$ cat config.mk
export PLATFORM = sky130hd
export DESIGN_NAME = unicode_text_decoder_flat
export DESIGN_NICKNAME = d
export VERILOG_FILES = /design/src/design/utd_pkg.sv /design/src/design/utd_byte_if.sv /design/src/design/utd_cp_if.sv /design/src/design/utd_front.sv /design/src/design/utd_queue.sv /design/src/design/utd_back.sv /design/src/design/unicode_text_decoder.sv /design/src/flat_wrapper.sv
export SDC_FILE = /design/constraint.sdc
export NUM_CORES = 1
export LEC_CHECK = 0
export BUFFER_PORTS_ARGS = -buffer_cell sky130_fd_sc_hd__buf_2
export CAP_MARGIN = 5
export CORE_MARGIN = 2
export CORE_UTILIZATION = 65
export CTS_CLUSTER_SIZE = 24
export DETAILED_ROUTE_END_ITERATION = 8
export GPL_ROUTABILITY_DRIVEN = 0
export GPL_TIMING_DRIVEN = 0
export PLACE_DENSITY = 0.91
export SKIP_LAST_GASP = 1
export SLEW_MARGIN = 40
export SYNTH_ARGS = -nofsm -noshare
export SYNTH_HDL_FRONTEND = slang
export SYNTH_SLANG_ARGS = --single-unit
$ cat constraint.sdc
create_clock -name i_clk -period 12.9 [get_ports i_clk]
set_input_delay 2.58 -clock i_clk [delete_from_list [all_inputs] [get_ports i_clk]]
set_output_delay 2.58 -clock i_clk [all_outputs]
set_load 0.1 [all_outputs]
$ cat src/design/utd_pkg.sv
// Shared types and constants of the Unicode text decoder.
// No dependencies; every other file of the decoder imports this package.
package utd_pkg;

    localparam int BYTE_W   = 8;
    localparam int CP_W     = 21;
    localparam int STATUS_W = 2;
    localparam int ENC_W    = 3;

    // Text encoding register codes.
    localparam logic [ENC_W-1:0] ENC_UTF8     = 3'd0;
    localparam logic [ENC_W-1:0] ENC_UTF8_BOM = 3'd1;
    localparam logic [ENC_W-1:0] ENC_UTF16LE  = 3'd2;
    localparam logic [ENC_W-1:0] ENC_UTF16BE  = 3'd3;
    localparam logic [ENC_W-1:0] ENC_ANSI     = 3'd4;

    // Result status codes.
    localparam logic [STATUS_W-1:0] ST_CODE_POINT = 2'd0;
    localparam logic [STATUS_W-1:0] ST_ERROR      = 2'd1;
    localparam logic [STATUS_W-1:0] ST_END        = 2'd2;

    localparam logic [CP_W-1:0] CP_MAX    = 21'h10FFFF;
    localparam logic [CP_W-1:0] SUPP_BASE = 21'h010000;
    localparam logic [CP_W-1:0] BOM_CP    = 21'h00FEFF;
    localparam logic [CP_W-1:0] SURR_MIN  = 21'h00D800;
    localparam logic [CP_W-1:0] SURR_MAX  = 21'h00DFFF;

    localparam logic [15:0] HI_SURR_FIRST = 16'hD800;
    localparam logic [15:0] HI_SURR_LAST  = 16'hDBFF;
    localparam logic [15:0] LO_SURR_FIRST = 16'hDC00;
    localparam logic [15:0] LO_SURR_LAST  = 16'hDFFF;

    // Queue between the classifier and the decoder.
    localparam int Q_DEPTH = 2;
    localparam int Q_PTR_W = $clog2(Q_DEPTH);
    localparam int Q_CNT_W = $clog2(Q_DEPTH + 1);

    // One classified byte as it waits in the queue.
    typedef struct packed {
        logic [BYTE_W-1:0] data;
        logic              last;
        logic              is_ascii;
        logic              is_lead2;
        logic              is_lead3;
        logic              is_lead4;
        logic              is_cont;
    } t_q_entry;

    typedef struct packed {
        logic empty;
        logic full;
    } t_q_status;

endpackage

$ cat src/design/utd_byte_if.sv
// Request channel that carries raw text bytes into the decoder.
// Depends on utd_pkg for the byte width.
interface utd_byte_if;
    import utd_pkg::*;

    logic              valid;
    logic              ready;
    logic [BYTE_W-1:0] data_byte;
    logic              last_byte;

    modport source (output valid, output data_byte, output last_byte, input ready);
    modport sink   (input valid, input data_byte, input last_byte, output ready);
endinterface

$ cat src/design/utd_cp_if.sv
// Request channel that carries decoded code points out of the decoder.
// Depends on utd_pkg for the field widths.
interface utd_cp_if;
    import utd_pkg::*;

    logic                valid;
    logic                ready;
    logic [CP_W-1:0]     code_point;
    logic [STATUS_W-1:0] status;
    logic                end_mark;

    modport source (output valid, output code_point, output status, output end_mark,
                    input ready);
    modport sink   (input valid, input code_point, input status, input end_mark,
                    output ready);
endinterface

$ cat src/design/utd_front.sv
// Front end: accepts byte requests and classifies each byte for the decoder.
// Depends on utd_pkg and utd_byte_if.
module utd_front (
    utd_byte_if.sink          i_in,
    input  utd_pkg::t_q_status i_q_status,
    output utd_pkg::t_q_entry  o_entry,
    output logic               o_push
);
    import utd_pkg::*;

    assign i_in.ready = !i_q_status.full;
    assign o_push     = i_in.valid && !i_q_status.full;

    always_comb begin
        o_entry.data     = i_in.data_byte;
        o_entry.last     = i_in.last_byte;
        o_entry.is_ascii = !i_in.data_byte[7];
        o_entry.is_lead2 = i_in.data_byte[7:5] == 3'b110;
        o_entry.is_lead3 = i_in.data_byte[7:4] == 4'b1110;
        o_entry.is_lead4 = i_in.data_byte[7:3] == 5'b11110;
        o_entry.is_cont  = i_in.data_byte[7:6] == 2'b10;
    end
endmodule

$ cat src/design/utd_queue.sv
// Short register queue that decouples the classifier from the decoder.
// Depends on utd_pkg for the entry type and depth.
module utd_queue (
    input  logic               i_clk,
    input  logic               i_rst_n,
    input  logic               i_push,
    input  utd_pkg::t_q_entry  i_entry,
    input  logic               i_pop,
    output utd_pkg::t_q_entry  o_entry,
    output utd_pkg::t_q_status o_status
);
    import utd_pkg::*;

    t_q_entry             r_mem [Q_DEPTH];
    logic [Q_PTR_W-1:0]   r_wr_ptr;
    logic [Q_PTR_W-1:0]   r_rd_ptr;
    logic [Q_CNT_W-1:0]   r_count;
    logic [Q_PTR_W-1:0]   n_wr_ptr;
    logic [Q_PTR_W-1:0]   n_rd_ptr;

    assign n_wr_ptr = (r_wr_ptr == Q_PTR_W'(Q_DEPTH - 1)) ? '0 : r_wr_ptr + 1'b1;
    assign n_rd_ptr = (r_rd_ptr == Q_PTR_W'(Q_DEPTH - 1)) ? '0 : r_rd_ptr + 1'b1;

    always_ff @(posedge i_clk) begin
        if (!i_rst_n) begin
            r_wr_ptr <= '0;
            r_rd_ptr <= '0;
            r_count  <= '0;
        end else begin
            if (i_push) begin
                r_wr_ptr <= n_wr_ptr;
            end
            if (i_pop) begin
                r_rd_ptr <= n_rd_ptr;
            end
            if (i_push && !i_pop) begin
                r_count <= r_count + 1'b1;
            end else if (i_pop && !i_push) begin
                r_count <= r_count - 1'b1;
            end
        end
    end

    always_ff @(posedge i_clk) begin
        if (i_push) begin
            r_mem[r_wr_ptr] <= i_entry;
        end
    end

    assign o_entry        = r_mem[r_rd_ptr];
    assign o_status.empty = r_count == '0;
    assign o_status.full  = r_count == Q_CNT_W'(Q_DEPTH);
endmodule

$ cat src/design/utd_back.sv
// Back end: decodes queued bytes and holds each result in the output register.
// Depends on utd_pkg and utd_cp_if.
module utd_back (
    input  logic                     i_clk,
    input  logic                     i_rst_n,
    input  logic                     i_restart,
    input  logic [utd_pkg::ENC_W-1:0] i_text_encoding,
    input  utd_pkg::t_q_status       i_q_status,
    input  utd_pkg::t_q_entry        i_entry,
    output logic                     o_pop,
    utd_cp_if.source                 o_out
);
    import utd_pkg::*;

    localparam logic [1:0] K_NONE = 2'd0;
    localparam logic [1:0] K_CP   = 2'd1;
    localparam logic [1:0] K_ERR  = 2'd2;

    logic [CP_W-1:0]     r_acc;
    logic [2:0]          r_br;
    logic [2:0]          r_sl;
    logic                r_hs;
    logic                r_start;
    logic                r_err;
    logic [CP_W-1:0]     n_acc;
    logic [2:0]          n_br;
    logic [2:0]          n_sl;
    logic                n_hs;
    logic                n_start;
    logic                n_err;

    logic                r_valid;
    logic [CP_W-1:0]     r_cp;
    logic [STATUS_W-1:0] r_status;
    logic                r_end;

    logic [1:0]          kind;
    logic [CP_W-1:0]     cp;
    logic [CP_W-1:0]     acc_shift;
    logic [CP_W-1:0]     least;
    logic [7:0]          first;
    logic [15:0]         unit;
    logic                res_valid;
    logic [STATUS_W-1:0] res_status;
    logic                can_take;

    assign can_take = !r_valid || o_out.ready;
    assign o_pop    = !i_q_status.empty && can_take;

    always_comb begin
        n_acc      = r_acc;
        n_br       = r_br;
        n_sl       = r_sl;
        n_hs       = r_hs;
        n_start    = r_start;
        n_err      = r_err;
        kind       = K_NONE;
        cp         = '0;
        res_valid  = 1'b0;
        res_status = ST_END;
        acc_shift  = {r_acc[14:0], i_entry.data[5:0]};
        first      = r_acc[17:10];
        unit       = (i_text_encoding == ENC_UTF16LE) ? {i_entry.data, first}
                                                      : {first, i_entry.data};
        unique case (r_sl)
            3'd2:    least = 21'h000080;
            3'd3:    least = 21'h000800;
            default: least = SUPP_BASE;
        endcase

        if (!r_err) begin
            unique case (i_text_encoding)
                ENC_UTF8, ENC_UTF8_BOM: begin
                    if (r_br == 3'd0) begin
                        priority if (i_entry.is_ascii) begin
                            kind = K_CP;
                            cp   = {13'b0, i_entry.data};
                        end else if (i_entry.is_lead2) begin
                            n_acc = {16'b0, i_entry.data[4:0]};
                            n_sl  = 3'd2;
                            n_br  = 3'd1;
                        end else if (i_entry.is_lead3) begin
                            n_acc = {17'b0, i_entry.data[3:0]};
                            n_sl  = 3'd3;
                            n_br  = 3'd2;
                        end else if (i_entry.is_lead4) begin
                            n_acc = {18'b0, i_entry.data[2:0]};
                            n_sl  = 3'd4;
                            n_br  = 3'd3;
                        end else begin
                            kind = K_ERR;
                        end
                    end else if (!i_entry.is_cont) begin
                        kind = K_ERR;
                    end else if (r_br == 3'd1) begin
                        // Final byte of the sequence: range and form checks.
                        n_acc = '0;
                        n_sl  = '0;
                        n_br  = '0;
                        if (acc_shift < least || acc_shift > CP_MAX ||
                            (acc_shift >= SURR_MIN && acc_shift <= SURR_MAX)) begin
                            kind = K_ERR;
                        end else begin
                            kind = K_CP;
                            cp   = acc_shift;
                        end
                    end else begin
                        n_acc = acc_shift;
                        n_br  = r_br - 3'd1;
                    end
                end
                ENC_UTF16LE, ENC_UTF16BE: begin
                    if (r_br == 3'd0) begin
                        n_acc = {3'b0, i_entry.data, r_acc[9:0]};
                        n_br  = 3'd1;
                    end else begin
                        n_br  = '0;
                        n_acc = {11'b0, r_acc[9:0]};
                        if (r_hs) begin
                            n_hs  = 1'b0;
                            n_acc = '0;
                            if (unit < LO_SURR_FIRST || unit > LO_SURR_LAST) begin
                                kind = K_ERR;
                            end else begin
                                kind = K_CP;
                                cp   = SUPP_BASE + {1'b0, r_acc[9:0], unit[9:0]};
                            end
                        end else if (unit >= HI_SURR_FIRST && unit <= HI_SURR_LAST) begin
                            n_acc = {11'b0, unit[9:0]};
                            n_hs  = 1'b1;
                        end else if (unit >= LO_SURR_FIRST && unit <= LO_SURR_LAST) begin
                            kind = K_ERR;
                        end else begin
                            kind = K_CP;
                            cp   = {5'b0, unit};
                        end
                    end
                end
                ENC_ANSI: begin
                    if (i_entry.is_ascii) begin
                        kind = K_CP;
                        cp   = {13'b0, i_entry.data};
                    end else begin
                        kind = K_ERR;
                    end
                end
                default: begin
                    kind = K_ERR;
                end
            endcase

            // A byte-order mark as the first code point of the stream is dropped.
            if (kind == K_CP) begin
                if (r_start && cp == BOM_CP && i_text_encoding <= ENC_UTF16BE) begin
                    kind = K_NONE;
                end
                n_start = 1'b0;
            end
            if (kind == K_NONE && i_entry.last && (n_br != 3'd0 || n_hs)) begin
                kind = K_ERR;
            end

            if (kind == K_ERR) begin
                res_valid  = 1'b1;
                res_status = ST_ERROR;
                cp         = '0;
                n_err      = 1'b1;
            end else if (kind == K_CP) begin
                res_valid  = 1'b1;
                res_status = ST_CODE_POINT;
            end else if (i_entry.last) begin
                // A dropped mark may still sit in cp; an end result carries zero.
                res_valid  = 1'b1;
                res_status = ST_END;
                cp         = '0;
            end
        end else if (i_entry.last) begin
            res_valid  = 1'b1;
            res_status = ST_END;
        end

        // The last byte of a stream returns the decoder to its start state.
        if (i_entry.last) begin
            n_acc   = '0;
            n_br    = '0;
            n_sl    = '0;
            n_hs    = 1'b0;
            n_start = 1'b1;
            n_err   = 1'b0;
        end
    end

    always_ff @(posedge i_clk) begin
        if (!i_rst_n || i_restart) begin
            r_acc   <= '0;
            r_br    <= '0;
            r_sl    <= '0;
            r_hs    <= 1'b0;
            r_start <= 1'b1;
            r_err   <= 1'b0;
        end else if (o_pop) begin
            r_acc   <= n_acc;
            r_br    <= n_br;
            r_sl    <= n_sl;
            r_hs    <= n_hs;
            r_start <= n_start;
            r_err   <= n_err;
        end
    end

    always_ff @(posedge i_clk) begin
        if (!i_rst_n) begin
            r_valid <= 1'b0;
        end else if (o_pop && res_valid) begin
            r_valid <= 1'b1;
        end else if (o_out.ready) begin
            r_valid <= 1'b0;
        end
    end

    always_ff @(posedge i_clk) begin
        if (o_pop && res_valid) begin
            r_cp     <= cp;
            r_status <= res_status;
            r_end    <= i_entry.last;
        end
    end

    assign o_out.valid      = r_valid;
    assign o_out.code_point = r_cp;
    assign o_out.status     = r_status;
    assign o_out.end_mark   = r_end;
endmodule

$ cat src/design/unicode_text_decoder.sv
// Unicode text decoder: bytes in, code points out; UTF-8, UTF-16LE/BE or ANSI.
// Path: each accepted byte is written into the queue register, decoded from there,
// and its result is held in the output register until it is taken.
// Throughput: one byte per cycle while the output register is free or being emptied.
// Reset is synchronous and active low: mode UTF-8, queue empty, no result.
// A mode write also restarts the stream; no clearing pass is needed.
module unicode_text_decoder (
    input  logic                      i_clk,
    input  logic                      i_rst_n,
    input  logic                      i_cfg_wr_en,
    input  logic [utd_pkg::ENC_W-1:0] i_cfg_wr_data,
    utd_byte_if.sink                  i_in,
    utd_cp_if.source                  o_out
);
    import utd_pkg::*;

    // The mode register feeds the decoder directly; the user writes it only while the
    // block is idle, not enforced here, so no request in flight sees a mode change.
    logic [ENC_W-1:0] r_text_encoding;

    t_q_entry  front_entry;
    t_q_entry  q_entry;
    t_q_status q_status;
    logic      q_push;
    logic      q_pop;

    always_ff @(posedge i_clk) begin
        if (!i_rst_n) begin
            r_text_encoding <= ENC_UTF8;
        end else if (i_cfg_wr_en) begin
            r_text_encoding <= i_cfg_wr_data;
        end
    end

    // The front end takes a byte request whenever the queue has room and
    // tags it with its UTF-8 byte class, so the decoder only has to combine
    // the class with its own state.
    utd_front u_front (
        .i_in       (i_in),
        .i_q_status (q_status),
        .o_entry    (front_entry),
        .o_push     (q_push)
    );

    // The queue lets the input side keep taking bytes while a result waits
    // at the output, and lets the decoder drain while the source idles.
    utd_queue u_queue (
        .i_clk    (i_clk),
        .i_rst_n  (i_rst_n),
        .i_push   (q_push),
        .i_entry  (front_entry),
        .i_pop    (q_pop),
        .o_entry  (q_entry),
        .o_status (q_status)
    );

    // The decoder consumes one byte per cycle whenever its output register
    // is free or being emptied, and produces at most one result per byte.
    utd_back u_back (
        .i_clk           (i_clk),
        .i_rst_n         (i_rst_n),
        .i_restart       (i_cfg_wr_en),
        .i_text_encoding (r_text_encoding),
        .i_q_status      (q_status),
        .i_entry         (q_entry),
        .o_pop           (q_pop),
        .o_out           (o_out)
    );

    // A code point result is always a Unicode scalar value.
    a_cp_scalar: assert property (@(posedge i_clk) disable iff (!i_rst_n)
        o_out.valid && o_out.status == ST_CODE_POINT |->
            o_out.code_point <= CP_MAX &&
            !(o_out.code_point >= SURR_MIN && o_out.code_point <= SURR_MAX))
        else $error("code point result outside the scalar value range");

    // Error and end results carry a zero code point.
    a_non_cp_zero: assert property (@(posedge i_clk) disable iff (!i_rst_n)
        o_out.valid && o_out.status != ST_CODE_POINT |-> o_out.code_point == '0)
        else $error("non code point result carries a code point");

    // The decoder never leaves a queued byte waiting while it can deliver.
    a_drain: assert property (@(posedge i_clk) disable iff (!i_rst_n)
        !q_status.empty && (!o_out.valid || o_out.ready) |-> q_pop)
        else $error("decoder stalled with a free output register");

    // A full queue means the output side was stalled at the previous edge.
    a_full_stall: assert property (@(posedge i_clk) disable iff (!i_rst_n)
        q_status.full |-> $past(o_out.valid && !o_out.ready))
        else $error("queue filled while the output was free");
endmodule

$ cat src/flat_wrapper.sv
// flat-port wrapper written by rule: the top's interface ports become plain ports
module unicode_text_decoder_flat import utd_pkg::*;
  (i_clk, i_rst_n, i_cfg_wr_en, i_cfg_wr_data, i_in_valid, i_in_data_byte, i_in_last_byte, i_in_ready, o_out_valid, o_out_code_point, o_out_status, o_out_end_mark, o_out_ready);
  utd_byte_if i_in_i ();
  utd_cp_if o_out_i ();
  input  logic i_clk;
  input  logic i_rst_n;
  input  logic i_cfg_wr_en;
  input  logic [utd_pkg::ENC_W-1:0] i_cfg_wr_data;
  input wire logic [$bits(i_in_i.valid)-1:0] i_in_valid;
  input wire logic [$bits(i_in_i.data_byte)-1:0] i_in_data_byte;
  input wire logic [$bits(i_in_i.last_byte)-1:0] i_in_last_byte;
  output wire logic [$bits(i_in_i.ready)-1:0] i_in_ready;
  output wire logic [$bits(o_out_i.valid)-1:0] o_out_valid;
  output wire logic [$bits(o_out_i.code_point)-1:0] o_out_code_point;
  output wire logic [$bits(o_out_i.status)-1:0] o_out_status;
  output wire logic [$bits(o_out_i.end_mark)-1:0] o_out_end_mark;
  input wire logic [$bits(o_out_i.ready)-1:0] o_out_ready;
  assign i_in_i.valid = i_in_valid;
  assign i_in_i.data_byte = i_in_data_byte;
  assign i_in_i.last_byte = i_in_last_byte;
  assign i_in_ready = i_in_i.ready;
  assign o_out_valid = o_out_i.valid;
  assign o_out_code_point = o_out_i.code_point;
  assign o_out_status = o_out_i.status;
  assign o_out_end_mark = o_out_i.end_mark;
  assign o_out_i.ready = o_out_ready;
  unicode_text_decoder u_core (.i_clk(i_clk), .i_rst_n(i_rst_n), .i_cfg_wr_en(i_cfg_wr_en), .i_cfg_wr_data(i_cfg_wr_data), .i_in(i_in_i), .o_out(o_out_i));
endmodule
==> flow_summary.json <==
{
  "cp.arrival_ps": 5130,
  "outcome": "finished with violations",
  "die_h_um": 94.3,
  "drc": 111,
  "synth_flop_cell": "edfxtp_1",
  "fin_area_um2": 5870,
  "coreArea_um2": 7810,
  "clk_latency_ps": 380,
  "relSlewSlack_pct": 41.6,
  "setup_viol": 0,
  "synthArstFlopShare_pct": 0,
  "placed_area_um2": 5670,
  "drt_first_iter_violations": 1268,
  "tightest_slew_ps": 875,
  "hold_class": "register to register",
  "clockBufferDepth": 2,
  "grt-ovfl-total": 0,
  "wl_per_cell_um": 20.9,
  "power.density_nw_per_um2": 202,
  "yosysWarnings": 0,
  "ios": 43,
  "io_buffer_count": 42,
  "die_width_um": 94.3,
  "yosysMostFrequentCell": "nor2_1",
  "postSynthAreaPerCell_um2": 9.05,
  "synth-seq-area-share_pct": 43.0,
  "maxSlewViolCount": 0,
  "synth_top_area_share_pct": 29.4,
  "cp-start-kind": "register",
  "track_usage_pct": 36.5,
  "ys_ff_latch": 88,
  "ys_types": 74,
  "first_pass_iters": 9,
  "n_antenna_cell": 0,
  "worst_ep_required_time_ps": 13010,
  "initial_core_util_pct": 67.9,
  "antenna_found_initial": 0,
  "fin_setup_tns_ps": 0,
  "vdd_drop_max_mv": 0.106,
  "skew_ps": 10.8,
  "vias": 5279,
  "clkTransAtPathRegs_ps": 90,
  "finalWorstPathRequiredPeriod_ps": 5020,
  "syn_inst": 586,
  "synth_nets": 613,
  "drive_above_1_share_pct": 14.7,
  "drt-vias-per-instance": 7.07,
  "cts_max_level": 3,
  "die-area_um2": 8900,
  "violations": "DRC",
  "synth_edf_count": 52,
  "hold_viol_final": 0,
  "area_growth_pct": 10.6,
  "finalCritPeriodShare_pct": 38.9,
  "root_buffer": "clkbuf_8",
  "drv_cap": 0,
  "hold_buffers": 0,
  "critPathKind": "register to register",
  "post_cts.resized_instances": 0,
  "cts_tree": "yes",
  "dp_hpwl_um": 10600,
  "critPathCaptureType": "register",
  "crit_path_max_fanout": 10,
  "synth_common_cells": "75 x nor2_1, 52 x edfxtp_1, 52 x nand2_1",
  "netlist.top_cell.by_area": "edfxtp_1",
  "routed_wl_um": 15600,
  "rsz0062_at_grt": "no",
  "synth.cell_area_um2": 5300,
  "synth_area_leaders": "edfxtp_1 29%, dfxtp_1 14%, nor2_1 5.3%",
  "grt_pass1_vias": 5012,
  "fmax_mhz": 199,
  "numCtsBuffers": 9,
  "grt_first_pass_wirelength_um": 24700,
  "postRouteAntennaNets": 0,
  "grt_max_degree": 21,
  "leakagePower_uw": 0.00209,
  "clock_sinks": 88,
  "rows": 32,
  "fillers": 573,
  "post_cts_buffers": 0,
  "nets": 667
}
cells in the final DEF (no fill, tap or decap), types with 4 or more instances in the layout:
master	synthesis	layout
nand3_1	12	12
inv_1	15	15
nand2_1	52	52
o21ai_0	26	26
a22oi_1	18	18
nand2b_1	10	10
nand4_1	7	7
a21oi_1	51	50
nor3b_1	5	5
clkbuf_8	0	9
o31ai_1	4	4
mux2i_1	19	18
and3_1	5	5
nor2b_1	11	11
nor2_1	75	74
a2111oi_0	5	5
nor4_1	6	6
dfxtp_1	36	36
o211ai_1	4	4
o41ai_1	4	4
buf_2	8	50
a31oi_1	5	5
nor3_1	22	22
mux2_2	9	9
ha_1	10	10
clkbuf_1	21	21
o21a_1	4	4
and2_1	5	5
o22ai_1	4	4
a211oi_1	6	6
or3_1	9	9
edfxtp_1	52	52
power by group:
| part | internal, µW | switching, µW | leakage [µW] |
|---|---|---|---|
| clock network | 90.0 | 105 | 0.000104 |
| logic | 128 | 476 | 0.00120 |
| registers | 365 | 22.2 | 0.000787 |
routing by layer:
| metal | vias to the layer above | global-route usage, % | wire length (µm) |
|---|---|---|---|
| met3 | 146 | 12.5 | 2210 |
| met5 | - | 0 | 0 |
| met4 | 0 | 19.0 | 1170 |
| met2 | 467 | 55.2 | 6710 |
| li1 | 2299 | - | - |
| met1 | 2367 | 46.4 | 5520 |
logic make-up after synthesis:
group | after synthesis | synth area share, %
AO/OA/AOI/OAI | 164 | 21.0
XOR/XNOR | 5 | 0.826
adder cells (fa/ha/maj) | 10 | 2.36
buffers and inverters | 50 | 4.08
flip-flops | 88 | 43.0
multiplexers | 29 | 5.76
AND/OR/NAND/NOR | 240 | 22.9
metrics by stage:
step	hold WS (ps)	worst slack (ps)	utilization (%)	power, µW	cells
2_1_floorplan	427	8180	-	859	586
3_3_place_gp	439	7290	72.2	954	730
3_5_place_dp	445	8300	72.7	977	731
4_1_cts	458	8170	75.1	1170	747
5_1_grt	482	7830	75.1	1230	747
6_report	461	7880	75.1	1190	747
critical path, stage by stage (launching register included):
cell	delay, ps
dfxtp_1	420
buf_6	170
mux2i_2	540
a32oi_2	380
a2111oi_0	690
a2111oi_0	230
a2111oi_1	440
nand4_1	230
nor4_2	410
o21ai_0	150
ha_1	220
o211ai_1	350
clkbuf_1	390
nor2_1	120
area by class of cell:
type	count	area (µm²)	share of cell area [%]
plain buffers	35	160	2.73
clock buffers	9	124	2.11
clock inverters	7	68.8	1.17
inverters	15	56.3	0.960
multi-input cells	448	2820	48.1
flip-flops and latches	88	2280	38.9
well taps	102	128	2.18
repair buffers	43	225	3.84
sequential cells by signal, indices dropped and copies added, names as in the netlist, named ones only:
name,count
u_core.u_back.r_sl,3
u_core.u_back.r_hs,1
u_core.u_back.o_out.status,2
u_core.u_back.r_start,1
u_core.r_text_encoding,3
u_core.u_queue.r_count,2
u_core.u_back.r_err,1
u_core.u_back.o_out.code_point,21
u_core.u_back.o_out.end_mark,1
u_core.u_back.o_out.valid,1
u_core.u_back.r_acc,18
u_core.u_queue.r_wr_ptr,1
u_core.u_back.r_br,3
u_core.u_queue.r_rd_ptr,1
u_core.u_queue.r_mem,28
worst paths after layout:
check                                                    end                               start  slack, ps  cells past startpoint
max reg2reg  u_core.u_back.o_out.code_point[1]$_SDFFCE_PP0P_                            register       7880                     13
min reg2reg               u_core.u_back.r_sl[2]$_SDFFE_PP0P_  u_core.u_back.r_sl[2]$_SDFFE_PP0P_        460                      2
min                       u_core.u_back.r_sl[2]$_SDFFE_PP0P_  u_core.u_back.r_sl[2]$_SDFFE_PP0P_        460                      2
max          u_core.u_back.o_out.code_point[1]$_SDFFCE_PP0P_                            register       7880                     13
(Power assumes the default switching activity.)
